`src/rtl/core/bckb_pkg.sv`:
```
// Package for the banked color-keyed blit: geometry constants, register
// indexes, result and request types. No dependencies.
package bckb_pkg;

    localparam int SCREEN_WIDTH = 640;
    localparam int BANK_BYTES   = 65536;
    localparam int BANK_SHIFT   = $clog2(BANK_BYTES);

    localparam int ADDR_W     = 20;
    localparam int ROW_W      = 11;
    localparam int X_W        = 10;
    localparam int Y_W        = 9;
    localparam int PIX_W      = 8;
    localparam int BANK_W     = 4;
    localparam int OFS_W      = 16;
    localparam int CFG_DATA_W = 10;
    localparam int CFG_IDX_W  = 3;
    localparam int TDATA_W    = 32;

    localparam int Q_DEPTH = 4;
    localparam int Q_PTR_W = $clog2(Q_DEPTH);
    localparam int Q_CNT_W = $clog2(Q_DEPTH + 1);

    typedef enum logic [CFG_IDX_W-1:0] {
        CFG_DEST_X      = 3'd0,
        CFG_DEST_Y      = 3'd1,
        CFG_BLIT_WIDTH  = 3'd2,
        CFG_BLIT_HEIGHT = 3'd3,
        CFG_KEY_COLOR   = 3'd4,
        CFG_KEY_ENABLE  = 3'd5
    } t_cfg_idx;

    typedef enum logic {
        KIND_BANK  = 1'b0,
        KIND_WRITE = 1'b1
    } t_kind;

    typedef struct packed {
        logic [X_W-1:0]   dest_x;
        logic [Y_W-1:0]   dest_y;
        logic [X_W-1:0]   blit_width;
        logic [Y_W-1:0]   blit_height;
        logic [PIX_W-1:0] key_color;
        logic             key_enable;
    } t_cfg;

    typedef struct packed {
        logic [PIX_W-1:0] pixel;
        logic [X_W-1:0]   col;
        logic [ROW_W-1:0] srow;
    } t_item;

    typedef struct packed {
        t_kind             kind;
        logic [BANK_W-1:0] bank;
        logic [OFS_W-1:0]  offset;
        logic [PIX_W-1:0]  data;
        logic              last;
    } t_result;

    typedef struct packed {
        logic [1:0] cnt;
        t_result    r0;
        t_result    r1;
    } t_push;

endpackage

```
`src/rtl/core/bckb_front.sv`:
```
// Input stage: sprite column/row counters and the input request register.
// Depends on bckb_pkg.
module bckb_front import bckb_pkg::*; (
    input  logic             i_clk,
    input  logic             i_rst_n,
    input  t_cfg             i_cfg,
    input  logic             i_restart,
    input  logic             i_valid,
    output logic             o_ready,
    input  logic [PIX_W-1:0] i_pixel,
    input  logic             i_take,
    output logic             o_valid,
    output t_item            o_item
);

    logic [X_W-1:0] r_col, n_col;
    logic [Y_W-1:0] r_row, n_row;
    logic           r_valid, n_valid;
    t_item          r_item;
    logic [X_W-1:0] eff_w;
    logic [Y_W-1:0] eff_h;
    logic           accept;
    logic [ROW_W-1:0] srow;

    assign eff_w   = (i_cfg.blit_width  == '0) ? X_W'(1) : i_cfg.blit_width;
    assign eff_h   = (i_cfg.blit_height == '0) ? Y_W'(1) : i_cfg.blit_height;
    assign o_ready = !r_valid || i_take;
    assign accept  = i_valid && o_ready;
    assign srow    = ROW_W'(i_cfg.dest_y) + ROW_W'(eff_h) - ROW_W'(1) - ROW_W'(r_row);

    always_comb begin
        n_col   = r_col;
        n_row   = r_row;
        n_valid = accept ? 1'b1 : (i_take ? 1'b0 : r_valid);
        if (i_restart) begin
            n_col = '0;
            n_row = '0;
        end else if (accept) begin
            if ({1'b0, r_col} + (X_W+1)'(1) >= {1'b0, eff_w}) begin
                n_col = '0;
                if ({1'b0, r_row} + (Y_W+1)'(1) >= {1'b0, eff_h}) begin
                    n_row = '0;
                end else begin
                    n_row = r_row + Y_W'(1);
                end
            end else begin
                n_col = r_col + X_W'(1);
            end
        end
    end

    always_ff @(posedge i_clk) begin
        if (!i_rst_n) begin
            r_col   <= '0;
            r_row   <= '0;
            r_valid <= 1'b0;
        end else begin
            r_col   <= n_col;
            r_row   <= n_row;
            r_valid <= n_valid;
        end
    end

    always_ff @(posedge i_clk) begin
        if (accept) begin
            r_item <= '{pixel: i_pixel, col: r_col, srow: srow};
        end
    end

    assign o_valid = r_valid;
    assign o_item  = r_item;

endmodule

```
`src/rtl/core/bckb_emit.sv`:
```
// Address, bank tracking and color key: turns one stored request into up to
// two results for the output queue. Depends on bckb_pkg.
module bckb_emit import bckb_pkg::*; (
    input  logic  i_clk,
    input  logic  i_rst_n,
    input  t_cfg  i_cfg,
    input  logic  i_valid,
    input  t_item i_item,
    input  logic  i_room,
    output logic  o_take,
    output t_push o_push
);

    logic [BANK_W-1:0] r_cur_bank, n_cur_bank;
    logic [ADDR_W-1:0] row_base;
    logic [ADDR_W-1:0] addr;
    logic [BANK_W-1:0] bank;
    logic [OFS_W-1:0]  offset;
    logic              bank_chg;
    logic              wr;
    t_result           sel_res;
    t_result           wr_res;

    assign row_base = ADDR_W'(i_item.srow) * ADDR_W'(SCREEN_WIDTH);
    assign addr     = row_base + ADDR_W'(i_cfg.dest_x) + ADDR_W'(i_item.col);
    assign bank     = BANK_W'(addr >> BANK_SHIFT);
    assign offset   = OFS_W'(addr & ADDR_W'(BANK_BYTES - 1));
    assign bank_chg = bank != r_cur_bank;
    assign wr       = !(i_cfg.key_enable && i_item.pixel == i_cfg.key_color);
    assign o_take   = i_valid && i_room;

    always_comb begin
        sel_res = '{kind: KIND_BANK, bank: bank, offset: '0, data: '0, last: !wr};
        wr_res  = '{kind: KIND_WRITE, bank: bank, offset: offset, data: i_item.pixel,
                    last: 1'b1};
        o_push.cnt = '0;
        o_push.r0  = bank_chg ? sel_res : wr_res;
        o_push.r1  = wr_res;
        if (o_take) begin
            o_push.cnt = 2'(bank_chg) + 2'(wr);
        end
        n_cur_bank = (o_take && bank_chg) ? bank : r_cur_bank;
    end

    always_ff @(posedge i_clk) begin
        if (!i_rst_n) begin
            r_cur_bank <= '0;
        end else begin
            r_cur_bank <= n_cur_bank;
        end
    end

endmodule

```
`src/rtl/core/bckb_queue.sv`:
```
// Output queue of results; takes up to two results per cycle, hands out one.
// Depends on bckb_pkg.
module bckb_queue import bckb_pkg::*; (
    input  logic    i_clk,
    input  logic    i_rst_n,
    input  t_push   i_push,
    output logic    o_room,
    output logic    o_valid,
    input  logic    i_ready,
    output t_result o_res
);

    t_result            r_mem [Q_DEPTH];
    logic [Q_PTR_W-1:0] r_wp, n_wp;
    logic [Q_PTR_W-1:0] r_rp, n_rp;
    logic [Q_CNT_W-1:0] r_cnt, n_cnt;
    logic               pop;
    logic [Q_PTR_W-1:0] wp1;

    assign o_valid = r_cnt != '0;
    assign o_room  = r_cnt <= Q_CNT_W'(Q_DEPTH - 2);
    assign pop     = o_valid && i_ready;
    assign wp1     = r_wp + Q_PTR_W'(1);
    assign o_res   = r_mem[r_rp];

    always_comb begin
        n_wp  = r_wp + Q_PTR_W'(i_push.cnt);
        n_rp  = r_rp + Q_PTR_W'(pop);
        n_cnt = r_cnt + Q_CNT_W'(i_push.cnt) - Q_CNT_W'(pop);
    end

    always_ff @(posedge i_clk) begin
        if (!i_rst_n) begin
            r_wp  <= '0;
            r_rp  <= '0;
            r_cnt <= '0;
        end else begin
            r_wp  <= n_wp;
            r_rp  <= n_rp;
            r_cnt <= n_cnt;
        end
    end

    always_ff @(posedge i_clk) begin
        if (i_push.cnt != 2'd0) begin
            r_mem[r_wp] <= i_push.r0;
        end
        if (i_push.cnt == 2'd2) begin
            r_mem[wp1] <= i_push.r1;
        end
    end

endmodule

```
`src/rtl/core/banked_color_keyed_blit.sv`:
```
// Top level of the banked color-keyed blit: configuration registers and the
// input stage, emit stage and output queue. Depends on bckb_pkg and submodules.
//
// Usage: sprite pixel bytes enter on the s_ stream, one request per pixel, in
// buffer order (bottom screen row first). Results leave on the m_ stream:
// a bank select (tuser 0) when the 64 KiB bank changes, then a pixel write
// (tuser 1) unless the pixel matches the enabled color key; tlast marks the
// final result of each pixel. A result passes the input request register
// and then the output queue. Throughput is one pixel per cycle while the
// queue has room; bank selects share the single-result-per-cycle output port.
// Configuration is written through i_cfg_we/i_cfg_idx/i_cfg_data while idle;
// the user must ensure idle, as the block does not enforce it. Geometry
// writes restart the sprite at its first pixel. Reset restores register
// defaults (size 1x1, origin 0, keying off), clears the counters, the bank
// tracker and the queue. When the receiver stalls, up to four results wait
// in the queue; the stored request waits when fewer than two entries are free.
module banked_color_keyed_blit import bckb_pkg::*; (
    input  logic                  i_clk,
    input  logic                  i_rst_n,
    input  logic                  i_cfg_we,
    input  logic [CFG_IDX_W-1:0]  i_cfg_idx,
    input  logic [CFG_DATA_W-1:0] i_cfg_data,
    input  logic                  s_tvalid,
    output logic                  s_tready,
    input  logic [PIX_W-1:0]      s_tdata,   // [7:0] pixel
    output logic                  m_tvalid,
    input  logic                  m_tready,
    output logic [TDATA_W-1:0]    m_tdata,   // [3:0] bank, [19:4] offset, [27:20] data
    output logic                  m_tuser,   // [0] kind
    output logic                  m_tlast
);

    t_cfg    r_cfg;
    logic    restart;
    logic    take;
    logic    item_valid;
    t_item   item;
    t_push   push;
    logic    room;
    t_result res;

    always_comb begin
        restart = 1'b0;
        if (i_cfg_we) begin
            unique case (i_cfg_idx) inside
                CFG_DEST_X, CFG_DEST_Y, CFG_BLIT_WIDTH, CFG_BLIT_HEIGHT: restart = 1'b1;
                default: restart = 1'b0;
            endcase
        end
    end

    always_ff @(posedge i_clk) begin
        if (!i_rst_n) begin
            r_cfg <= '{dest_x: '0, dest_y: '0, blit_width: X_W'(1), blit_height: Y_W'(1),
                       key_color: '0, key_enable: 1'b0};
        end else if (i_cfg_we) begin
            unique case (i_cfg_idx)
                CFG_DEST_X:      r_cfg.dest_x      <= X_W'(i_cfg_data);
                CFG_DEST_Y:      r_cfg.dest_y      <= Y_W'(i_cfg_data);
                CFG_BLIT_WIDTH:  r_cfg.blit_width  <= X_W'(i_cfg_data);
                CFG_BLIT_HEIGHT: r_cfg.blit_height <= Y_W'(i_cfg_data);
                CFG_KEY_COLOR:   r_cfg.key_color   <= PIX_W'(i_cfg_data);
                CFG_KEY_ENABLE:  r_cfg.key_enable  <= i_cfg_data[0];
                default: ;
            endcase
        end
    end

    bckb_front u_front (
        .i_clk     (i_clk),
        .i_rst_n   (i_rst_n),
        .i_cfg     (r_cfg),
        .i_restart (restart),
        .i_valid   (s_tvalid),
        .o_ready   (s_tready),
        .i_pixel   (s_tdata),
        .i_take    (take),
        .o_valid   (item_valid),
        .o_item    (item)
    );

    bckb_emit u_emit (
        .i_clk   (i_clk),
        .i_rst_n (i_rst_n),
        .i_cfg   (r_cfg),
        .i_valid (item_valid),
        .i_item  (item),
        .i_room  (room),
        .o_take  (take),
        .o_push  (push)
    );

    bckb_queue u_queue (
        .i_clk   (i_clk),
        .i_rst_n (i_rst_n),
        .i_push  (push),
        .o_room  (room),
        .o_valid (m_tvalid),
        .i_ready (m_tready),
        .o_res   (res)
    );

    assign m_tdata = {(TDATA_W - BANK_W - OFS_W - PIX_W)'(0), res.data, res.offset, res.bank};
    assign m_tuser = res.kind;
    assign m_tlast = res.last;

endmodule

```
`config.mk`:
```
export PLATFORM = sky130hd
export DESIGN_NAME = banked_color_keyed_blit
export DESIGN_NICKNAME = d
export VERILOG_FILES = /design/src/rtl/core/bckb_pkg.sv /design/src/rtl/core/bckb_front.sv /design/src/rtl/core/bckb_emit.sv /design/src/rtl/core/bckb_queue.sv /design/src/rtl/core/banked_color_keyed_blit.sv
export SDC_FILE = /design/constraint.sdc
export NUM_CORES = 1
export LEC_CHECK = 0
export BUFFER_PORTS_ARGS = -buffer_cell sky130_fd_sc_hd__buf_2
export CAP_MARGIN = 30
export CORE_UTILIZATION = 49
export CTS_BUF_LIST = sky130_fd_sc_hd__clkbuf_4 sky130_fd_sc_hd__clkbuf_8
export CTS_CLUSTER_SIZE = 12
export DETAILED_ROUTE_END_ITERATION = 10
export GPL_TIMING_DRIVEN = 0
export PLACE_DENSITY = 0.69
export SLEW_MARGIN = 20
export SYNTH_ARGS = -nofsm -noshare
export SYNTH_HDL_FRONTEND = slang
export SYNTH_SLANG_ARGS = --single-unit
```
`constraint.sdc`:
```
create_clock -name i_clk -period 8.6 [get_ports i_clk]
set_clock_uncertainty 0.1 [all_clocks]
set_input_delay 0.43 -clock i_clk [delete_from_list [all_inputs] [get_ports i_clk]]
set_output_delay 0.43 -clock i_clk [all_outputs]
set_load 0.05 [all_outputs]
```
# After elaboration in Yosys (flattened, before gate mapping)
# Memory sizes are Yosys's and may differ from the RTL's. A register that Yosys moved wholly into a read port is not among the register bits.
# Index checks and enable logic that the tools add are counted.
# word_totals
ff_bits	107
ramBits	120
elab_cells	83
memories	1
# classes
addsub	15
n_mul	1
n_lt_le_gt_ge	3
n_eq_ne	8
muxes	15
bitwise_logic	1
n_reduce_logical	23
# memory_table
name	words	word_bits	rd	rd_clocked_by_memory_dff	wr	line_no	source
u_queue.r_mem	4	30	1	1	2	bckb_queue.sv:13	t_result r_mem [Q_DEPTH];
# ops
op	count
$add A20 B10 Y20	2
$mux W30	1
$mux W10	2
$mux W9	2
$reduce_and A2 Y1	7
$mul A11 B3 Y13 const B	1
$add A10 B1 Y11 const B	1
$ge A11 B10 Y1	1
$sub A11 B1 Y11 const B	1
$sub A11 B9 Y11	1
$add A10 B1 Y10 const B	1
$add A9 B1 Y10 const B	1
$add A9 B9 Y10	1
$ge A10 B9 Y1	1
$logic_not A10 Y1	1
$add A9 B1 Y9 const B	1
$logic_not A9 Y1	1
$eq A8 B8 Y1	1
$mux W1	8
$eq A3 B2 Y1 const B	2
$eq A3 B3 Y1 const B	2
$logic_and A1 B1 Y1	5
$mux W2	2
$ne A4 B4 Y1	1
17 further kinds	19

# Longest topological paths before layout
# Gate-level depths: netlist of run 1.
# logic_depth
word_depth	9
mapped_depth	22
depth_no_buf	21

# Hierarchy
# From an unflattened synthesis of run 1, not the netlist that was laid out.
# hier_totals
hier_cells	1059
area_unflattened_um2	13210.2
# modules_own_cells
mod	instances	cells_per_inst	area_each_um2	seq_area_each_um2
bckb_queue	1	334	6229.7	3743.6
bckb_front	1	299	3096.7	1271.2
bckb_emit	1	251	2092.0	80.1
banked_color_keyed_blit	1	175	1791.7	940.9

# Worst setup path after synthesis of run 1
# OpenSTA, ideal clock, no wires.
# synth_path
path_type	register to register
from	register u_front.r_item, in the netlist u_front.o_item[1]
to	memory u_queue.r_mem[2][10] (netlist name), enable pin
setup_ns	0.383
t_arrival_ns	4.752
required_time_ns	8.117
path_slack_ns	3.364
path_stages_with_launch	20
path_buffers	1
path_cell_list	edfxtp_1 > ha_1 > ha_1 > inv_1 > fa_1 > nand2b_1 > a21oi_1 > xor2_1 > nand4_1 > or2_1 > buf_2 > o41a_1 > a311oi_2 > nand2_1 > ha_1 > nor2_1 > and2_1 > nand2_1 > and2_1 > inv_1
# synth_lines
element	line_no	source
from (decl)	bckb_front.sv:19	t_item r_item;
from (signal assigned)	bckb_front.sv:66	r_item <= '{pixel: i_pixel, col: r_col, srow: srow};
to (decl)	bckb_queue.sv:13	

==> results of run 1 <==
-- sequential cells by signal, indices dropped and copies added, names as in the netlist --
signal / count
r_cfg: 47
u_queue.r_rp: 2
u_front.r_row: 9
u_queue.r_mem: 120
u_front.r_col: 10
u_queue.r_cnt: 3
u_emit.r_cur_bank: 4
u_front.o_valid: 1
u_queue.r_wp: 2
u_front.o_item: 29
-- path summary, 6_finish.rpt --
| check | slack (ns) | from | end | depth (start not counted) |
|---|---|---|---|---|
| max reg2reg | 2.61 | u_front.o_item[1]$_DFFE_PP_ | u_queue.r_mem[2][2]$_DFFE_PP_ | 19 |
| max | 2.61 | u_front.o_item[1]$_DFFE_PP_ | u_queue.r_mem[2][2]$_DFFE_PP_ | 19 |
| min reg2reg | 0.35 | r_cfg[22]$_SDFFE_PN0P_ | r_cfg[22]$_SDFFE_PN0P_ | 2 |
| min | 0.07 | i_cfg_data[9] | r_cfg[27]$_SDFFE_PN0P_ | 3 |
-- cell usage after synthesis (17+ instances only) --
library cell	count	share of area
nor3_1	33	0.014
a21o_1	17	0.011
clkbuf_1	43	0.013
o21ai_0	27	0.011
mux4_2	30	0.056
a21oi_1	114	0.047
nand3_1	19	0.0078
xnor2_1	40	0.029
inv_1	69	0.021
ha_1	81	0.084
xor2_1	26	0.019
dfxtp_1	86	0.14
nor2_1	68	0.021
nand2_1	144	0.045
edfxtp_1	141	0.35
-- metal layers --
layer | routed length (um) | up-vias
met1 | 11900 | 4164
met2 | 13700 | 208
met4 | 635 | 0
li1 | - | 4298
met5 | 0 | -
met3 | 1340 | 51
-- cells by family (layout without fill, tap and decap cells) --
logic type,Yosys count,count (layout),synth area share
AND/OR/NAND/NOR,350,350,0.136
AO/OA/AOI/OAI,232,232,0.117
flip-flops,227,227,0.491
buffers and inverters,129,269,0.0428
adder cells (fa/ha/maj),89,89,0.0968
XOR/XNOR,70,70,0.0546
multiplexers,36,36,0.0607
other,1,4,0.000309
-- layout by cell type, fill, tap and decap left out, types with 5 or more instances in the layout --
| master | Yosys | layout |
|---|---|---|
| buf_2 | 4 | 61 |
| clkbuf_1 | 43 | 42 |
| nor3_1 | 33 | 33 |
| o21ai_0 | 27 | 27 |
| clkbuf_8 | 0 | 42 |
| fa_1 | 8 | 8 |
| xnor2_1 | 40 | 40 |
| nand2_1 | 144 | 144 |
| and3_1 | 11 | 11 |
| nand3_1 | 19 | 19 |
| nand4_1 | 10 | 10 |
| dlygate4sd3_1 | 0 | 8 |
| mux4_2 | 30 | 30 |
| a21oi_1 | 114 | 114 |
| nor3b_1 | 12 | 12 |
| edfxtp_1 | 141 | 141 |
| and2_1 | 13 | 13 |
| or3_1 | 6 | 6 |
| ha_1 | 81 | 81 |
| a21o_1 | 17 | 17 |
| a21boi_1 | 11 | 11 |
| a211oi_1 | 13 | 13 |
| a31oi_1 | 5 | 5 |
| dfxtp_1 | 86 | 86 |
| inv_2 | 1 | 5 |
| nor3_2 | 10 | 10 |
| clkinv_2 | 0 | 5 |
| nor2_1 | 68 | 68 |
| clkbuf_4 | 0 | 17 |
| xor2_1 | 26 | 26 |
| o21bai_1 | 6 | 6 |
| mux2i_1 | 6 | 6 |
| nand2b_1 | 12 | 12 |
| a21boi_0 | 11 | 11 |
| inv_1 | 69 | 65 |
| buf_1 | 5 | 5 |
-- power by group through the flow --
stage / registers (mW) / logic, mW / clock network [mW]
after floorplan: 1.41 / 1.11 / 0
after global placement: 1.44 / 1.41 / 0
final: 1.42 / 1.44 / 1.01
after global routing: 1.43 / 1.56 / 1.07
after detailed placement: 1.44 / 1.43 / 0
after CTS: 1.42 / 1.44 / 1.02
-- through the flow --
stage / utilization / cell area [um2] / power [mW] / worst slack [ns]
after floorplan: - / 12100 / 2.53 / 3.36
after global placement: 0.527 / 12800 / 2.84 / 2.28
after detailed placement: 0.528 / 12800 / 2.87 / 2.62
after CTS: 0.565 / 13700 / 3.88 / 2.61
after global routing: 0.566 / 13800 / 4.07 / 2.24
final: 0.566 / 13800 / 3.86 / 2.61
-- worst register-to-register path: stages, from the launching register on --
cell      delay, ns
edfxtp_1       0.43
ha_1           0.32
ha_1           0.17
inv_1          0.05
fa_1           0.38
nand2b_1       0.18
a21oi_1        0.18
xor2_1         0.28
nand4_1        0.17
or2_1          0.23
buf_2          0.16
o41a_1         0.38
a311oi_2       0.54
nand2_1        0.15
ha_1           0.38
nor2_1         0.16
and2_1         0.25
nand2_1        0.24
and2_1         0.33
inv_2          0.54
-- area by class of cell --
class | instances | share of cell area
clock inverter | 14 | 0.00818
buffer | 58 | 0.0185
tap | 324 | 0.0295
timing repair buffer | 67 | 0.0294
clock buffer | 59 | 0.0513
inverter | 71 | 0.0194
sequential | 227 | 0.433
multi-input combinational | 781 | 0.411
==> qor.yml, run 1 <==
outcome: "finished, final reports clean"
regArea_um2: 5960
crit_chain: "ha_1, ha_1, inv_1, fa_1, nand2b_1, a21oi_1, xor2_1, nand4_1, or2_1, buf_2, o41a_1, a311oi_2, nand2_1, ha_1, nor2_1, and2_1, nand2_1, and2_1, inv_2"
synth-async-reset-ratio: 0
p_switching_mw: 1.47
seq_area_frac_synth: 0.491
crit_required_ns: 8.68
internal_power_mw: 2.39
end_kind: "flip-flop"
p_comb_frac: 0.373
die_w_um: 159
finalSetupViolCount: 0
fmax_ghz: 0.167
min_period_ns: 5.99
gp_congestion: 0.835
antenna_found_initial: 0
fin_crit_sh: 0.697
synth_cells: 1134
path_common_cell: "ha_1"
slowest_stage: "a311oi_2"
routed_wl_um: 27600
timing.hold.ws_ns: 0.0686
postSynthAreaPerCell_um2: 10.7
drt-initial-drc-count: 556
cp-start-kind: "flip-flop"
core.rowCount: 57
finalHoldViolCount: 0
cts.sinks: 227
io-pin-count: 62
grt-ovfl-total: 0
wl_per_cell_um: 17.2
fin_cells: 1601
p_leak_nw: 5.21
grt_pass1_wl_um: 44400
dp_hpwl_um: 19600
cts_tree: "yes"
clk_pin_slew_ns: 0.06
min_path_type: "in2reg"
grt_pass1_vias: 8809
worst_path_largest_cell_delay_ns: 0.54
areaGrowthSynthToFinish_pct: 13.5
slew_violations: 0
ant_nets: 0
grt_usage: 0.222
slew_headroom: 0.384
ys.flop_type: "edfxtp_1"
tightest_slew_ns: 0.924
antenna_cells: 0
yosysWarnings: 0
ctsResizeCount: 0
synth.distinct_cells: 58
crit_family: "simple AND/OR/NAND/NOR gates"
syn-cell-area_um2: 12100
ys_seq_elements: 227
start_util: 0.499
dieArea_um2: 25400
seq_power_share: 0.367
die_h_um: 159
htree_levels: 2
dr.pass1.iters: 5
cap_violations: 0
synth_edf_count: 141
cts_setup_buffers: 0
vias: 8721
fin_nets: 1361
gr-usage-met1: 0.279
swShare: 0.382
coreArea_um2: 24300
grt_util_met2: 0.390
power.density_nw_per_um2: 281
cp_num_buf_inv: 3
grt_busiest_layer: "met2"
clockBufferDepth: 3
tns_ns: 0
clkLatencyLatePin_ns: 0.55
cts_inserted_buffers: 40
drc: 0
grtUsageMet3: 0.0292
portBuffers: 55
critPathKind: "reg2reg"
cts-root-buf: "clkbuf_8"
ir_worst_vdd_uv: 160
drive_gt1_frac: 0.152
vias_per_cell: 5.45
fillCellCount: 2142
multiInputGateArea_um2: 5660
holdBufCountCts: 8
critPathArrivalTime_ns: 6.07
path_max_fanout: 29
placedCellCount: 1518
clkPwrFrac: 0.261
grt_start_max_net_pins: 30
rsz0062_at_grt: "no"
(Power assumes the default switching activity.)
==> inputs of run 2 (changes only) <==
--- a/config.mk
+++ b/config.mk
@@ -12,7 +12,7 @@
 export CTS_CLUSTER_SIZE = 12
 export DETAILED_ROUTE_END_ITERATION = 10
 export GPL_TIMING_DRIVEN = 0
-export PLACE_DENSITY = 0.69
+export PLACE_DENSITY = 0.72
 export SLEW_MARGIN = 20
 export SYNTH_ARGS = -nofsm -noshare
 export SYNTH_HDL_FRONTEND = slang
==> constraint.sdc (replaced) <==
create_clock -name i_clk -period 4.96 [get_ports i_clk]
set_clock_uncertainty 0.1 [all_clocks]
set_input_delay 0.248 -clock i_clk [delete_from_list [all_inputs] [get_ports i_clk]]
set_output_delay 0.248 -clock i_clk [all_outputs]
set_load 0.05 [all_outputs]
==> qor.yml, run 2 (synthesis results as in run 1) <==
dr.pass1.iters: 5
slowest_stage: "fa_1"
drc: 0
die_w_um: 159
clk_pin_slew_ns: 0.06
fin_util: 0.593
fin_crit_sh: 0.974
min_path_type: "in2reg"
routed_wl_um: 29000
fmax_ghz: 0.207
cap_violations: 0
crit_family: "compound AO/OA/AOI/OAI gates"
fin_nets: 1394
rr_worst_depth: 19
grt_pass1_vias: 9061
drt-initial-drc-count: 642
ant_nets: 0
finalWorstSetupSlack_ns: 0.130
start_util: 0.499
timing.hold.ws_ns: 0.150
crit_required_ns: 5.11
final_cell_mix: "edfxtp_1, nand2_1, a21oi_1"
worst_path_largest_cell_delay_ns: 0.47
finalHoldViolCount: 0
coreArea_um2: 24300
dp_hpwl_um: 19500
min_period_ns: 4.83
crit_chain: "ha_1, inv_1, fa_1, inv_1, ha_4, nand2_1, nor2_2, a221oi_4, or2_1, buf_2, o41a_1, a311oi_4, nand2_2, ha_1, o21a_2, a41oi_2, buf_4, buf_6, nor3_2"
wl_per_cell_um: 17.7
htree_levels: 2
antenna_found_initial: 0
end_kind: "flip-flop"
worst-path-stages: 19
vias_per_cell: 5.53
slew_headroom: 0.351
cp-start-kind: "flip-flop"
grt-ovfl-total: 0
p_leak_nw: 5.43
critPathKind: "reg2reg"
dieArea_um2: 25400
critPathArrivalTime_ns: 4.97
hold_depth: 5
clkLatencyLatePin_ns: 0.54
path_max_fanout: 10
grt_usage: 0.227
cts_tree: "yes"
antenna_cells: 0
slew_violations: 0
cp_num_buf_inv: 5
grt_start_max_net_pins: 29
largest-register: "u_queue.r_mem"
dp_slack_ns: -0.937
vias: 9035
portBuffers: 55
outcome: "finished, final reports clean"
largest_register_ffs: 120
finalSetupViolCount: 0
ir_worst_vdd_uv: 375
drive_gt1_frac: 0.198
fillCellCount: 1968
core.rowCount: 57
cts-root-buf: "clkbuf_8"
grt_pass1_wl_um: 45400
areaGrowthSynthToFinish_pct: 18.9
final_common_cell: "edfxtp_1"
tightest_slew_ns: 0.967
cts.sinks: 227
io-pin-count: 62
die_h_um: 159
cts_inserted_buffers: 38
gp_congestion: 0.849
clockBufferDepth: 3
power.density_nw_per_um2: 495
-- run 2: cell count changes in the layout (fill, tap and decap cells not counted), moves of 4 or more --
cell           before  now
a21oi_4             0    4
buf_4               4   25
clkbuf_1           42   34
clkbuf_2            1    6
clkbuf_8           42   47
dlygate4sd3_1       8   19
inv_2               5    1
nand2_1           144  138
nand2_2             0    5
nor2_1             68   64
-- run 2: per-layer routing --
| metal | global-route usage | wire length (um) |
|---|---|---|
| met5 | 0 | 0 |
| met4 | 0.0830 | 855 |
| met3 | 0.0339 | 1650 |
| met2 | 0.394 | 14500 |
| met1 | 0.287 | 11900 |
-- run 2: worst min-delay path, stage by stage --
cell     delay, ns
buf_2         0.11
nand2_1       0.16
nor2_1        0.08
nand3_1       0.08
a21oi_1       0.05
-- run 2: area by class of cell --
type / instances / area [um2] / share of cell area
Multi-Input combinational cell: 781 / 5910 / 0.410
Sequential cell: 227 / 5960 / 0.413
Tap cell: 324 / 405 / 0.0281
Buffer: 58 / 289 / 0.0201
Timing Repair Buffer: 99 / 708 / 0.0491
Inverter: 71 / 290 / 0.0201
Timing Repair inverter: 3 / 22.5 / 0.00156
Clock buffer: 59 / 724 / 0.0503
Clock inverter: 11 / 109 / 0.00755
-- run 2: path summary, 6_finish.rpt --
kind / from / end / slack, ns
max: u_front.o_item[2]$_DFFE_PP_ / u_queue.r_mem[3][24]$_DFFE_PP_ / 0.13
min: i_cfg_idx[2] / r_cfg[0]$_SDFFE_PN0P_ / 0.15
max reg2reg: u_front.o_item[2]$_DFFE_PP_ / u_queue.r_mem[3][24]$_DFFE_PP_ / 0.13
min reg2reg: r_cfg[22]$_SDFFE_PN0P_ / r_cfg[22]$_SDFFE_PN0P_ / 0.36
-- run 2: power breakdown --
part | leakage [nW] | switching (mW) | total, mW | internal, mW
sequential | 2.04 | 0.114 | 2.45 | 2.34
combinational | 2.94 | 1.86 | 2.88 | 1.02
clock | 0.440 | 0.758 | 1.80 | 1.04
total | 5.43 | 2.73 | 7.13 | 4.40
-- run 2: per-stage QoR --
stage / power [mW] / setup TNS [ns] / std cells / instance area [um2]
after floorplan: 4.41 / 0 / 1137 / 12200
after detailed placement: 5.01 / -130.95 / 1517 / 12900
after global routing: 7.46 / -4.70 / 1633 / 14400
after CTS: 6.98 / 0 / 1629 / 14200
after global placement: 4.95 / -137.30 / 1516 / 12900
final: 7.13 / 0 / 1633 / 14400
-- run 2: repair_timing --
action,in CTS,in global routing
pin swaps,7,10
cloned,3,0
resized for setup,36,31
setup endpoints to repair,222,222
hold buffers,19,0
endpoints found under the hold margin,56,0
setup buffers,20,3
==> inputs of run 3 (changes only) <==
--- a/config.mk
+++ b/config.mk
@@ -5,6 +5,7 @@
 export SDC_FILE = /design/constraint.sdc
 export NUM_CORES = 1
 export LEC_CHECK = 0
+export ABC_AREA = 1
 export BUFFER_PORTS_ARGS = -buffer_cell sky130_fd_sc_hd__buf_2
 export CAP_MARGIN = 30
 export CORE_UTILIZATION = 49
==> qor.yml, run 3 <==
seq_power_share: 0.343
r2r-start: "u_front.o_item[1]$_DFFE_PP_"
antenna_cells: 0
clockBufferDepth: 3
final_common_cell: "nor2_1"
tns_ns: 0
ys_seq_elements: 227
critPathKind: "reg2reg"
fmax_ghz: 0.212
min_path_type: "in2reg"
finalSetupViolCount: 0
multiInputGateArea_um2: 5500
synth-async-reset-ratio: 0
drt-initial-drc-count: 611
tightest_slew_ns: 0.742
die_w_um: 160
routed_wl_um: 28800
vias: 9772
wl_per_cell_um: 15.4
fillCellCount: 2125
min_period_ns: 4.72
core.rowCount: 57
design_area_um2: 14100
p_comb_frac: 0.417
synth_edf_count: 141
grt_pass1_vias: 9508
largest-register: "u_queue.r_mem"
critPathArrivalTime_ns: 4.89
dp_hpwl_um: 20300
cts-root-buf: "clkbuf_8"
start_util: 0.500
path_common_cell: "nor2_1"
grt_usage: 0.224
regArea_um2: 5960
vias_per_cell: 5.22
yosys.area.top_type: "edfxtp_1"
dpl_cell_area_um2: 12900
fin_util: 0.580
clkPwrFrac: 0.240
ant_nets: 0
slew_headroom: 0.504
clk_pin_slew_ns: 0.06
r2r_end: "u_queue.r_mem[2][16]$_DFFE_PP_"
ir_worst_vdd_uv: 293
fin_crit_sh: 0.952
path_max_fanout: 15
gp_congestion: 0.845
drc: 0
reg2reg_slack_ns: 0.24
dr.pass1.iters: 5
areaGrowthSynthToFinish_pct: 15.9
cp-start-kind: "flip-flop"
dieArea_um2: 25500
postSynthAreaPerCell_um2: 8.76
antenna_found_initial: 0
seq_area_frac_synth: 0.489
slowest_stage: "fa_1"
die_h_um: 160
crit_required_ns: 5.12
synth_top_area_share: 0.348
netlist_top_cells_count: "nor2_1, nand2_1, inv_1, edfxtp_1, o21ai_0"
power.density_nw_per_um2: 492
coreArea_um2: 24300
grt-ovfl-total: 0
internal_power_mw: 4.00
ys_top_cells_by_area: "edfxtp_1, dfxtp_1, nor2_1, ha_1, nand2_1"
fin_nets: 1635
rr_worst_depth: 26
finalHoldViolCount: 0
p_switching_mw: 2.93
htree_levels: 2
cts_inserted_buffers: 39
synth_cells: 1389
drive_gt1_frac: 0.130
outcome: "finished, final reports clean"
io-pin-count: 62
cap_violations: 0
largest_register_ffs: 120
ys.flop_type: "edfxtp_1"
p_leak_nw: 6.42
synth.most_common_cell: "nor2_1"
grt_start_max_net_pins: 31
cts_tree: "yes"
yosysWarnings: 0
swShare: 0.423
crit_path_end: "u_queue.r_mem[2][16]$_DFFE_PP_"
grt_pass1_wl_um: 45700
final_cell_mix: "nor2_1, nand2_1, inv_1"
startpoint: "u_front.o_item[1]$_DFFE_PP_"
portBuffers: 56
syn-cell-area_um2: 12200
cts.sinks: 227
end_kind: "flip-flop"
clkLatencyLatePin_ns: 0.54
synth.distinct_cells: 44
slew_violations: 0
worst_path_largest_cell_delay_ns: 0.51
[run 3: changes by cell type after synthesis, sizes merged, moves of 13 or more]
cell,delta
mux4,-30
nor3,-38
nand2,+49
inv,+92
nor2,+217
a21boi,-21
and2,-13
nand3,+36
a21oi,-51
o21ai,+100
xnor2,-25
o22ai,+28
[run 3: worst max-delay path, delay by kind of cell (launching register included)]
| family | cells | cell delay, ns |
|---|---|---|
| and+or+nand+nor | 17 | 2.11 |
| DFF | 1 | 0.43 |
| adders and majority gates | 4 | 1.27 |
| buffers and inverters | 5 | 0.53 |
[run 3: final cells by class]
cell class | count | share of cell area
repair buffers | 85 | 0.0426
flip-flops and latches | 227 | 0.422
multi-input cells | 954 | 0.390
plain buffers | 48 | 0.0181
clock inverters | 15 | 0.00550
clock buffers | 55 | 0.0488
inverters | 165 | 0.0439
well taps | 324 | 0.0287
[run 3: power groups by stage]
stage	Sequential (mW)	Clock [mW]	Combinational (mW)
6_report	2.38	1.66	2.90
5_1_grt	2.40	1.77	3.16
4_1_cts	2.38	1.69	2.82
3_5_place_dp	2.42	0	2.78
3_3_place_gp	2.42	0	2.70
2_1_floorplan	2.39	0	2.12
[run 3: worst min-delay path by stage]
stage / slack (ns) / cells past startpoint / end / start
floorplan: 0.25 / 0 / u_front.o_item[21]$_DFFE_PP_ / s_tdata[0]
global placement: 0.32 / 0 / u_front.o_item[20]$_DFFE_PP_ / u_front.r_col[9]$_SDFFE_PP0P_
detailed placement: 0.32 / 0 / u_front.o_item[20]$_DFFE_PP_ / u_front.r_col[9]$_SDFFE_PP0P_
CTS: 0.003 / 3 / u_front.r_col[9]$_SDFFE_PP0P_ / s_tvalid
global route: 0.05 / 3 / u_front.r_col[9]$_SDFFE_PP0P_ / s_tvalid
finish: 0.03 / 3 / u_front.r_col[9]$_SDFFE_PP0P_ / s_tvalid
[run 3: logic make-up (layout without fill, tap and decap cells)]
logic type,count (synthesis),after routing,synth area share
flops,227,227,0.489
xor+xnor,51,51,0.0373
buf+inv,213,368,0.0719
fa+ha+maj,89,89,0.0964
mux,2,2,0.00164
compound gates,248,248,0.111
simple gates,558,560,0.192
other cells,1,4,0.000308
[run 3: metrics by stage]
step	std cells	power (mW)	setup slack, ns	hold slack [ns]
final	1873	6.94	0.237	0.0345
after CTS	1869	6.89	-0.0123	0.00284
after detailed placement	1775	5.20	-0.315	0.323
after global routing	1873	7.34	-0.00638	0.0488
after floorplan	1392	4.51	0.189	0.247
after global placement	1772	5.12	-0.784	0.317
[run 3: metal layers]
metal	vias up	wire, um	GRT usage
met1	4535	12200	0.280
met5	-	0	0.00947
met3	55	1810	0.0359
li1	4898	-	-
met2	284	14100	0.395
met4	0	624	0.0682
[run 3: what timing repair did]
item | in CTS | in global routing
setup buffers | 2 | 2
setup endpoints to repair | 196 | 230
resized for setup | 6 | 21
hold endpoints to repair | 38 | 0
pin swaps | 3 | 5
gates cloned | 0 | 2
hold buffers | 22 | 0
